## config.mk

```make
export PLATFORM = sky130hd
export DESIGN_NAME = motor_feedback_multiturn_tracker
export DESIGN_NICKNAME = d
export VERILOG_FILES = /design/src/mft_pkg.sv /design/src/motor_feedback_multiturn_tracker.sv /design/src/mft_tracker.sv /design/src/mft_scale.sv
export SDC_FILE = /design/constraint.sdc
export NUM_CORES = 2
export LEC_CHECK = 0
export BUFFER_PORTS_ARGS = -buffer_cell sky130_fd_sc_hd__clkbuf_2
export CORE_UTILIZATION = 58
export CTS_BUF_LIST = sky130_fd_sc_hd__clkbuf_8
export CTS_CLUSTER_DIAMETER = 100
export CTS_CLUSTER_SIZE = 20
export DETAILED_ROUTE_END_ITERATION = 7
export PLACE_DENSITY = 0.86
export RECOVER_POWER = 50
export SKIP_LAST_GASP = 1
export SYNTH_ARGS = -nofsm -noshare
export SYNTH_HDL_FRONTEND = slang
export SYNTH_SLANG_ARGS = --single-unit
```

## constraint.sdc

```tcl
create_clock -name clk -period 11 [get_ports clk]
set_input_delay 0.55 -clock clk [delete_from_list [all_inputs] [get_ports clk]]
set_output_delay 0.55 -clock clk [all_outputs]
set_load 0.01 [all_outputs]
```

## src/mft_pkg.sv

```systemverilog
`default_nettype none
package mft_pkg;

  localparam int COUNTS_PER_REV = 8192;
  localparam int POS_W          = $clog2(COUNTS_PER_REV);
  localparam int HALF_REV       = COUNTS_PER_REV / 2;

  localparam int TURN_W  = 32;
  localparam int MTP_W   = 32;
  localparam int SPEED_W = 16;
  localparam int CUR_W   = 16;
  localparam int TEMP_W  = 8;
  localparam int GAIN_W  = 16;
  localparam int SPQ_W   = 32;

  localparam int ANGLE_SCALE   = 411775;
  localparam int ANGLE_SCALE_W = 20;
  localparam int ANGLE_W       = 41;
  localparam int ANGLE_PROD_W  = MTP_W + ANGLE_SCALE_W;

  localparam int CFG_DATA_W = 32;
  localparam int CFG_IDX_W  = 1;

  localparam logic [CFG_IDX_W-1:0] CFG_POS_OFFSET = 1'd0;
  localparam logic [CFG_IDX_W-1:0] CFG_SPEED_GAIN = 1'd1;

  localparam logic [GAIN_W-1:0] SPEED_GAIN_RESET = 16'd6863;

  localparam logic CMD_FRAME = 1'b0;
  localparam logic CMD_TICK  = 1'b1;

  typedef struct packed {
    logic                     link;
    logic [TURN_W-1:0]        turns;
    logic [POS_W-1:0]         last_pos;
    logic signed [SPEED_W-1:0] speed;
    logic signed [CUR_W-1:0]  current;
    logic [TEMP_W-1:0]        temp;
  } trk_state_t;

endpackage
`default_nettype wire

```

## src/motor_feedback_multiturn_tracker.sv

```systemverilog
// Multi-turn encoder tracker with link watchdog.
// Input channel (in_valid / in_stall): one beat is either a feedback frame
// (in_cmd low: encoder position, speed, current, temperature) or a watchdog
// tick (in_cmd high, data ignored). Every accepted beat yields exactly one
// result beat on the output channel (out_valid / out_stall) carrying link
// state, wrapping multi-turn position, Q25.16 angle, Q16.16 speed, and the
// held current and temperature.
// Throughput: one beat per cycle while no stall holds the output; the path
// is a state-update stage, an offset-add and speed-multiply stage, and an
// angle-multiply stage feeding the output register.
// Stall: a stalled result holds in the output register; the earlier stages
// keep filling until each holds a beat, after which in_stall rises.
// Configuration (cfg_we / cfg_index / cfg_wdata): index 0 is the position
// offset, index 1 the rpm-to-rad/s gain; write only while the block is idle.
// Reset (rst_n low, synchronous): turn count, position and held data clear,
// link goes down, offset clears, gain returns to 2*pi/60 in Q0.16.
`default_nettype none
module motor_feedback_multiturn_tracker (
  input  wire logic                                clk,
  input  wire logic                                rst_n,
  input  wire logic                                cfg_we,
  input  wire logic [mft_pkg::CFG_IDX_W-1:0]       cfg_index,
  input  wire logic [mft_pkg::CFG_DATA_W-1:0]      cfg_wdata,
  input  wire logic                                in_valid,
  output logic                                     in_stall,
  input  wire logic                                in_cmd,
  input  wire logic [mft_pkg::POS_W-1:0]           in_encoder_raw,
  input  wire logic signed [mft_pkg::SPEED_W-1:0]  in_speed_rpm,
  input  wire logic signed [mft_pkg::CUR_W-1:0]    in_current_raw,
  input  wire logic [mft_pkg::TEMP_W-1:0]          in_temperature_raw,
  output logic                                     out_valid,
  input  wire logic                                out_stall,
  output logic                                     out_link_up,
  output logic signed [mft_pkg::MTP_W-1:0]         out_multi_turn_position,
  output logic signed [mft_pkg::ANGLE_W-1:0]       out_angle_q16,
  output logic signed [mft_pkg::SPQ_W-1:0]         out_speed_q16,
  output logic signed [mft_pkg::CUR_W-1:0]         out_current_out,
  output logic [mft_pkg::TEMP_W-1:0]               out_temperature_out
);
  import mft_pkg::*;

  logic [MTP_W-1:0]  pos_offset_r;
  logic [GAIN_W-1:0] speed_gain_r;
  logic              trk_valid;
  logic              trk_ready;
  trk_state_t        trk_state;

  always_ff @(posedge clk) begin
    if (!rst_n) begin
      pos_offset_r <= '0;
      speed_gain_r <= SPEED_GAIN_RESET;
    end else if (cfg_we) begin
      case (cfg_index)
        CFG_POS_OFFSET: pos_offset_r <= cfg_wdata[MTP_W-1:0];
        CFG_SPEED_GAIN: speed_gain_r <= cfg_wdata[GAIN_W-1:0];
        default: begin
        end
      endcase
    end
  end

  mft_tracker u_tracker (
    .clk                (clk),
    .rst_n              (rst_n),
    .in_valid           (in_valid),
    .in_stall           (in_stall),
    .in_cmd             (in_cmd),
    .in_encoder_raw     (in_encoder_raw),
    .in_speed_rpm       (in_speed_rpm),
    .in_current_raw     (in_current_raw),
    .in_temperature_raw (in_temperature_raw),
    .trk_valid          (trk_valid),
    .trk_ready          (trk_ready),
    .trk_state          (trk_state)
  );

  mft_scale u_scale (
    .clk                     (clk),
    .rst_n                   (rst_n),
    .pos_offset              (pos_offset_r),
    .speed_gain              (speed_gain_r),
    .trk_valid               (trk_valid),
    .trk_ready               (trk_ready),
    .trk_state               (trk_state),
    .out_valid               (out_valid),
    .out_stall               (out_stall),
    .out_link_up             (out_link_up),
    .out_multi_turn_position (out_multi_turn_position),
    .out_angle_q16           (out_angle_q16),
    .out_speed_q16           (out_speed_q16),
    .out_current_out         (out_current_out),
    .out_temperature_out     (out_temperature_out)
  );

endmodule
`default_nettype wire

```

## src/mft_tracker.sv

```systemverilog
`default_nettype none
module mft_tracker (
  input  wire logic                           clk,
  input  wire logic                           rst_n,
  input  wire logic                           in_valid,
  output logic                                in_stall,
  input  wire logic                           in_cmd,
  input  wire logic [mft_pkg::POS_W-1:0]      in_encoder_raw,
  input  wire logic signed [mft_pkg::SPEED_W-1:0] in_speed_rpm,
  input  wire logic signed [mft_pkg::CUR_W-1:0]   in_current_raw,
  input  wire logic [mft_pkg::TEMP_W-1:0]     in_temperature_raw,
  output logic                                trk_valid,
  input  wire logic                           trk_ready,
  output mft_pkg::trk_state_t                 trk_state
);
  import mft_pkg::*;

  localparam logic signed [POS_W:0] HALF_POS = (POS_W+1)'(HALF_REV);

  trk_state_t        st_r;
  trk_state_t        st_nxt;
  logic              seen_r;
  logic              seen_nxt;
  logic              valid_r;
  logic              accept;
  logic signed [POS_W:0] delta;

  assign in_stall  = valid_r && !trk_ready;
  assign accept    = in_valid && !in_stall;
  assign trk_valid = valid_r;
  assign trk_state = st_r;

  assign delta = $signed({1'b0, in_encoder_raw}) - $signed({1'b0, st_r.last_pos});

  always_comb begin
    st_nxt   = st_r;
    seen_nxt = seen_r;
    if (in_cmd == CMD_FRAME) begin
      if (delta < -HALF_POS) begin
        st_nxt.turns = st_r.turns + TURN_W'(1);
      end else if (delta > HALF_POS) begin
        st_nxt.turns = st_r.turns - TURN_W'(1);
      end
      st_nxt.last_pos = in_encoder_raw;
      st_nxt.speed    = in_speed_rpm;
      st_nxt.current  = in_current_raw;
      st_nxt.temp     = in_temperature_raw;
      seen_nxt        = 1'b1;
    end else begin
      st_nxt.link = seen_r;
      seen_nxt    = 1'b0;
    end
  end

  always_ff @(posedge clk) begin
    if (!rst_n) begin
      st_r    <= '0;
      seen_r  <= 1'b0;
      valid_r <= 1'b0;
    end else begin
      if (!valid_r || trk_ready) begin
        valid_r <= accept;
      end
      if (accept) begin
        st_r   <= st_nxt;
        seen_r <= seen_nxt;
      end
    end
  end

endmodule
`default_nettype wire

```

## src/mft_scale.sv

```systemverilog
`default_nettype none
module mft_scale (
  input  wire logic                               clk,
  input  wire logic                               rst_n,
  input  wire logic [mft_pkg::MTP_W-1:0]          pos_offset,
  input  wire logic [mft_pkg::GAIN_W-1:0]         speed_gain,
  input  wire logic                               trk_valid,
  output logic                                    trk_ready,
  input  wire mft_pkg::trk_state_t                trk_state,
  output logic                                    out_valid,
  input  wire logic                               out_stall,
  output logic                                    out_link_up,
  output logic signed [mft_pkg::MTP_W-1:0]        out_multi_turn_position,
  output logic signed [mft_pkg::ANGLE_W-1:0]      out_angle_q16,
  output logic signed [mft_pkg::SPQ_W-1:0]        out_speed_q16,
  output logic signed [mft_pkg::CUR_W-1:0]        out_current_out,
  output logic [mft_pkg::TEMP_W-1:0]              out_temperature_out
);
  import mft_pkg::*;

  localparam logic signed [ANGLE_SCALE_W-1:0] SCALE = ANGLE_SCALE_W'(ANGLE_SCALE);

  logic                      s2_valid_r;
  logic                      s2_link_r;
  logic [MTP_W-1:0]          s2_pos_r;
  logic [MTP_W-1:0]          s2_pos_nxt;
  logic signed [SPQ_W-1:0]   s2_speed_r;
  logic signed [SPEED_W+GAIN_W:0] speed_prod;
  logic signed [CUR_W-1:0]   s2_cur_r;
  logic [TEMP_W-1:0]         s2_temp_r;

  logic                      out_valid_r;
  logic                      out_link_r;
  logic [MTP_W-1:0]          out_pos_r;
  logic signed [ANGLE_W-1:0] out_angle_r;
  logic signed [ANGLE_W-1:0] angle_nxt;
  logic signed [SPQ_W-1:0]   out_speed_r;
  logic signed [CUR_W-1:0]   out_cur_r;
  logic [TEMP_W-1:0]         out_temp_r;
  logic signed [ANGLE_PROD_W-1:0] angle_prod;
  logic signed [ANGLE_PROD_W-1:0] angle_shift;

  logic out_adv;
  logic s2_adv;

  assign out_adv   = !out_valid_r || !out_stall;
  assign s2_adv    = !s2_valid_r || out_adv;
  assign trk_ready = s2_adv;

  assign s2_pos_nxt = {trk_state.turns[TURN_W-POS_W-1:0], trk_state.last_pos} + pos_offset;
  assign speed_prod = trk_state.speed * $signed({1'b0, speed_gain});

  assign angle_prod  = $signed(s2_pos_r) * SCALE;
  assign angle_shift = angle_prod >>> POS_W;
  assign angle_nxt   = angle_shift[ANGLE_W-1:0];

  always_ff @(posedge clk) begin
    if (!rst_n) begin
      s2_valid_r  <= 1'b0;
      out_valid_r <= 1'b0;
    end else begin
      if (s2_adv) begin
        s2_valid_r <= trk_valid;
      end
      if (out_adv) begin
        out_valid_r <= s2_valid_r;
      end
    end
  end

  always_ff @(posedge clk) begin
    if (s2_adv && trk_valid) begin
      s2_link_r  <= trk_state.link;
      s2_pos_r   <= s2_pos_nxt;
      s2_speed_r <= speed_prod[SPQ_W-1:0];
      s2_cur_r   <= trk_state.current;
      s2_temp_r  <= trk_state.temp;
    end
    if (out_adv && s2_valid_r) begin
      out_link_r  <= s2_link_r;
      out_pos_r   <= s2_pos_r;
      out_angle_r <= angle_nxt;
      out_speed_r <= s2_speed_r;
      out_cur_r   <= s2_cur_r;
      out_temp_r  <= s2_temp_r;
    end
  end

  assign out_valid               = out_valid_r;
  assign out_link_up             = out_link_r;
  assign out_multi_turn_position = $signed(out_pos_r);
  assign out_angle_q16           = out_angle_r;
  assign out_speed_q16           = out_speed_r;
  assign out_current_out         = out_cur_r;
  assign out_temperature_out     = out_temp_r;

endmodule
`default_nettype wire

```

Word level (Yosys, flattened, before mapping). Index checks and enable logic that the tools add are counted.

Bits in registers: 355. Bits of input ports: 92. Logic and storage cells: 55. Output and inout bits: 132.

Bitwise logic cells: 2. Add/sub/neg operators: 4. Multiply operators: 2. Muxes and demuxes: 3. Reductions and logical operators: 19. $lt $le $gt $ge: 2.

Operators with widths (count): 2-to-1 mux 32 bit (2); multiplier 32 x 20 -> 52 bit, second input constant (1); adder 32 x 1 -> 32 bit, second input constant (1); adder 32 bit (1); multiplier 16 x 17 -> 32 bit (1); subtractor 32 x 1 -> 32 bit, second input constant (1); greater-than comparator 14 bit, second input constant (1); < comparator 14 x 13 -> 1 bit, second input constant (1); subtractor 13 x 13 -> 14 bit (1); AND reduction 2 bit (4); zero test 1 bit (6); logical AND 1 bit (4); logical OR 1 bit (3); AND reduction 3 bit (1); inverter 1 bit (2); nonzero test 2 bit (1); 2-to-1 mux 1 bit (1).

Depth between registers and ports, before layout.
Depth in word-level cells: 8. Gate-level depth with buffers: 26. Gate-level depth less buffers: 26.

By module. Synthesis repeated with hierarchy kept, for this count alone.

Cells, all modules: 3707. Area, all modules: 36308.6 um2.

Modules (own cells, without submodules): mft_scale (sequential area each 6556.3 um2, area an instance 29156.7 um2, cells each 2809, instances 1); mft_tracker (sequential area each 1761.7 um2, area an instance 5266.3 um2, cells each 694, instances 1); motor_feedback_multiturn_tracker (sequential area each 960.9 um2, area an instance 1885.6 um2, cells each 204, instances 1).

Least setup slack after synthesis. Ideal clock, no wire load.

Kind: input -> register. Start point: in out_stall. End point: reg u_scale.out_angle_r[0], in the netlist u_scale.out_angle_q16[0], enable pin. Path buffers: 0. Setup slack: 0.388 ns. Required time: 10.191 ns. Library setup time: 0.809 ns. Data arrival time: 9.803 ns. Stages on the path: 1. Path through: a21boi_0.

Word-level cells in the longest chain between the ends: 3.

RTL lines: start: declaration (RTL line motor_feedback_multiturn_tracker.sv:32) `input wire logic out_stall,`; zero test 1 bit (RTL line mft_scale.sv:46) `assign out_adv = !out_valid_r || !out_stall;`; logical OR 1 bit (RTL line mft_scale.sv:46); logical AND 1 bit (RTL line mft_scale.sv:79) `if (out_adv && s2_valid_r) begin`; end signal: assignment (RTL line mft_scale.sv:82) `out_angle_r <= angle_nxt;`; end: declaration (RTL line mft_scale.sv:35) `logic signed [ANGLE_W-1:0] out_angle_r;`.

Every way passes these cells. A chain may end at the register's enable or synchronous reset.

Final worst setup path.
Start point: reg u_scale.s2_pos_r[31]. End point: reg u_scale.out_angle_r[37], in the netlist u_scale.out_angle_q16[37] (data pin).

Word-level cells in the longest chain between the ends: 1.

RTL lines: start: declaration (RTL line mft_scale.sv:25) `logic [MTP_W-1:0] s2_pos_r;`; start signal: assignment (RTL line mft_scale.sv:74) `s2_pos_r <= s2_pos_nxt;`; multiplier 32 x 20 -> 52 bit (RTL line mft_scale.sv:53) `assign angle_prod = $signed(s2_pos_r) * SCALE;`; named net u_scale.angle_prod[50] (RTL line mft_scale.sv:40) `logic signed [ANGLE_PROD_W-1:0] angle_prod;`.

The timed path passes the listed nets, and every way through them passes these cells.

==> results.py <==
metrics = {
    "yosys": {
        "async_flop_share_pct": 0,
        "post_synth_instance_area_um2": 34700,
        "synth-adder-area-share_pct": 40.2,
        "share_of_the_yosys_chip_area_belonging_to_registers_pct": 26.0,
        "synth_top_family_by_area": "adder cells",
        "synthDistinctLibCells": 76,
        "synth-xor-area-share_pct": 4.40,
        "synth_simple_gate_area_share_pct": 10.5,
        "yosys-mux-area-fraction_pct": 0.606,
        "syn_area_per_cell_um2": 10.0,
        "synth_enable_flop_cells": 217,
        "syn_nets": 4392,
        "postSynthRegisterBits": 342,
        "synth_cells": 3456,
        "synth-compound-area-share_pct": 9.51,
        "post_synth_top_flop": "sky130_fd_sc_hd__edfxtp_1",
        "ys_warn_count": 0,
    },
    "timing": {
        "finalClockSkew_ns": 0.0359,
        "rsz0062_at_grt": "no",
        "hold_viol": 0,
        "finalSetupTns_ns": 0,
        "final_max_slew_viol_count": 190,
        "worstMarginPinSlew_ns": 4.83,
        "post-route-period-util_pct": 66.3,
        "relSlewSlack_pct": -222,
        "max_freq_mhz": 137,
        "min_period_ns": 7.30,
        "final_setup_vio_count": 0,
    },
    "finish": {
        "area_delta_synth_final_pct": 5.84,
        "nNetsFinal": 4545,
        "layout_cells_sized_above_1_pct": 4.97,
        "finalInstanceArea_um2": 36700,
    },
    "place": {
        "place_congestion": 0.904,
        "hpwl_um": 62300,
        "post_dp_cell_area_um2": 36400,
        "port_buffers": 223,
    },
    "drt": {
        "num_vias": 24100,
        "viasPerCell": 5.46,
        "post-route-drc-count": 0,
        "number_of_detailed_routing_iterations_run_before_antenna_repair": 8,
        "detail_route.wl_per_cell_um": 17.4,
        "antenna_left": 0,
        "wirelength_um": 76500,
        "dr.first_iter.drc_count": 1538,
    },
    "global_route": {
        "first_global_vias": 25100,
        "aggregate_global_routing_overflow": 0,
        "grt_start_max_net_pins": 126,
        "grt_usage_pct": 25.7,
        "grt_first_pass_wirelength_um": 125000,
        "grt_antenna_before_repair": 3,
    },
    "worst_setup_path": {
        "worst-path-max-fanout": 47,
        "endpoint_kind": "flip-flop",
        "timing.setup.critical_path_class": "reg2reg",
        "worst_path_most_repeated_cell": "sky130_fd_sc_hd__fa_1",
        "worstSetupStartpointType": "flip-flop",
        "critical_path.top_delay_family": "adder cells",
        "cpPeakStageDelay_ns": 0.60,
        "cpMaxStageDelayCell": "sky130_fd_sc_hd__buf_4",
        "worst-path-buf-inv": 8,
        "critPathArrivalTime_ns": 7.82,
        "worst_ep_required_time_ns": 11.53,
    },
    "floorplanning": {
        "std_cell_rows": 89,
        "initial_utilization_pct": 58.7,
        "horizontal_extent_of_the_die_um": 246,
        "die-area_um2": 60700,
        "io-pin-count": 224,
        "coreArea_um2": 59000,
        "dieHeight_um": 246,
    },
    "cts": {
        "post_cts_resize_count": 0,
        "cts.repair_timing.setup_buffer_count": 0,
        "numCtsBuffers": 23,
        "cts_hold_buffers": 0,
        "clk_root_buffer_cell": "sky130_fd_sc_hd__clkbuf_8",
        "clkSinkCount": 342,
        "htree_levels": 1,
        "clk_latency_ns": 0.65,
        "clk_transition_reported_paths_ns": 0.13,
        "clock_path_buffers": 3,
        "clock_tree_from_tritoncts": "done",
    },
    "run_status": {
        "failed_checks": "max-capacitance violations, max-slew violations",
        "run_status": "finished with violations",
    },
    "hold_path": {
        "hold_path_class": "in2reg",
    },
    "run": {
        "cap_viol_max_count": 2,
    },
}
[metal layers]
layer / global-route usage, % / part of all wire, %
met1: 31.4 / 39
met2: 45.8 / 51
met3: 4.29 / 6.5
met4: 8.64 / 3.5
met5: 0 / 0
[stage by stage]
stage / hold WS [ns] / utilization, % / std cells / worst slack, ns
detailed placement: 0.405 / 61.7 / 4357 / 3.69
CTS: 0.0832 / 62.4 / 4398 / 3.66
global route: 0.118 / 62.1 / 4401 / 3.30
global placement: 0.401 / 61.7 / 4357 / 3.77
finish: 0.131 / 62.2 / 4403 / 3.70
floorplan: 0.400 / - / 3456 / 0.388
[state kept, by name, summed over array words and instances, names as in the netlist, 8 cells and up]
| register | cells |
|---|---|
| u_scale.s2_cur_r | 16 |
| pos_offset_r | 32 |
| u_scale.out_current_out | 16 |
| u_scale.s2_temp_r | 8 |
| u_scale.s2_speed_r | 32 |
| u_scale.out_multi_turn_position | 32 |
| u_tracker.trk_state | 73 |
| u_scale.out_speed_q16 | 32 |
| u_scale.out_temperature_out | 8 |
| speed_gain_r | 16 |
| u_scale.s2_pos_r | 32 |
| u_scale.out_angle_q16 | 39 |
[cell usage after synthesis (69+ instances only)]
cell type                    n  area, um2
sky130_fd_sc_hd__a21boi_0   96        721
sky130_fd_sc_hd__a21oi_1   126        631
sky130_fd_sc_hd__and2_1     95        594
sky130_fd_sc_hd__clkbuf_1   93        349
sky130_fd_sc_hd__dfxtp_1   125       2500
sky130_fd_sc_hd__edfxtp_1  217       6520
sky130_fd_sc_hd__fa_1      451       9030
sky130_fd_sc_hd__ha_1      393       4920
sky130_fd_sc_hd__inv_1     687       2580
sky130_fd_sc_hd__nand2_1   432       1620
sky130_fd_sc_hd__nor2_1     87        327
sky130_fd_sc_hd__o21ai_0    69        345
sky130_fd_sc_hd__xnor2_1   128       1120
[path summary, 6_finish.rpt]
check,startpoint,to,slack (ns),cells past startpoint
worst max-delay path,u_scale.s2_pos_r[31]$_DFFE_PP_,u_scale.out_angle_q16[37]$_DFFE_PP_,3.70,25
worst min register to register,u_scale.s2_speed_r[15]$_DFFE_PP_,u_scale.out_speed_q16[15]$_DFFE_PP_,0.43,0
worst min-delay path,in_speed_rpm[4],u_tracker.trk_state[28]$_SDFFE_PN0P_,0.13,3
worst max register to register,u_scale.s2_pos_r[31]$_DFFE_PP_,u_scale.out_angle_q16[37]$_DFFE_PP_,3.70,25
[kinds of logic (layout without fill, tap and decap cells)]
family | after synthesis | after routing
adders and majority gates | 844 | 844
and+or+nand+nor | 793 | 793
buffers and inverters | 792 | 961
AOI/OAI and AO/OA | 490 | 490
DFF | 342 | 342
xor gates and xnor gates | 174 | 174
muxes | 21 | 21
other | 0 | 5
[area by class of cell]
class | count | area (um2)
multi-input combinational | 2322 | 22600
fill | 4674 | 22300
sequential | 342 | 9020
inverter | 688 | 2580
timing repair buffer | 232 | 1040
tap | 773 | 967
clock buffer | 23 | 317
clock inverter | 18 | 113
antenna | 5 | 12.5
[cells in the final DEF (no fill, tap or decap), types with 4 or more instances in the layout]
cell	instances
sky130_fd_sc_hd__o211ai_1	4
sky130_fd_sc_hd__mux2i_1	21
sky130_fd_sc_hd__clkbuf_2	114
sky130_fd_sc_hd__dfxtp_1	125
sky130_fd_sc_hd__o21ai_0	69
sky130_fd_sc_hd__xor2_1	46
sky130_fd_sc_hd__inv_1	699
sky130_fd_sc_hd__nor2_1	86
sky130_fd_sc_hd__or3_1	6
sky130_fd_sc_hd__ha_1	393
sky130_fd_sc_hd__nor2b_1	31
sky130_fd_sc_hd__o21bai_1	21
sky130_fd_sc_hd__and2_1	93
sky130_fd_sc_hd__and3_1	10
sky130_fd_sc_hd__nand4_1	20
sky130_fd_sc_hd__a221oi_1	5
sky130_fd_sc_hd__a21oi_1	126
sky130_fd_sc_hd__a41oi_1	7
sky130_fd_sc_hd__nand2b_1	28
sky130_fd_sc_hd__o21a_1	21
sky130_fd_sc_hd__o2111ai_1	4
sky130_fd_sc_hd__a21boi_0	96
sky130_fd_sc_hd__nand2_1	432
sky130_fd_sc_hd__clkbuf_1	110
sky130_fd_sc_hd__fa_1	451
sky130_fd_sc_hd__a31oi_1	10
sky130_fd_sc_hd__o31ai_1	7
sky130_fd_sc_hd__nor3_1	23
sky130_fd_sc_hd__diode_2	5
sky130_fd_sc_hd__a211oi_1	15
sky130_fd_sc_hd__a211o_1	5
sky130_fd_sc_hd__xnor2_1	128
sky130_fd_sc_hd__edfxtp_1	217
sky130_fd_sc_hd__buf_4	8
sky130_fd_sc_hd__a21o_1	64
sky130_fd_sc_hd__nand3_1	39
sky130_fd_sc_hd__or2_2	6
sky130_fd_sc_hd__clkbuf_8	23
[worst min-delay path, delay by kind of cell]
kind | cells | cell delay (ns)
compound gates | 1 | 0.06
simple gates | 1 | 0.04
buf+inv | 1 | 0.08
Power is left out: the tool's default activity adds up to more than one toggle a clock period on the data nets, which glitch-free logic cannot reach.
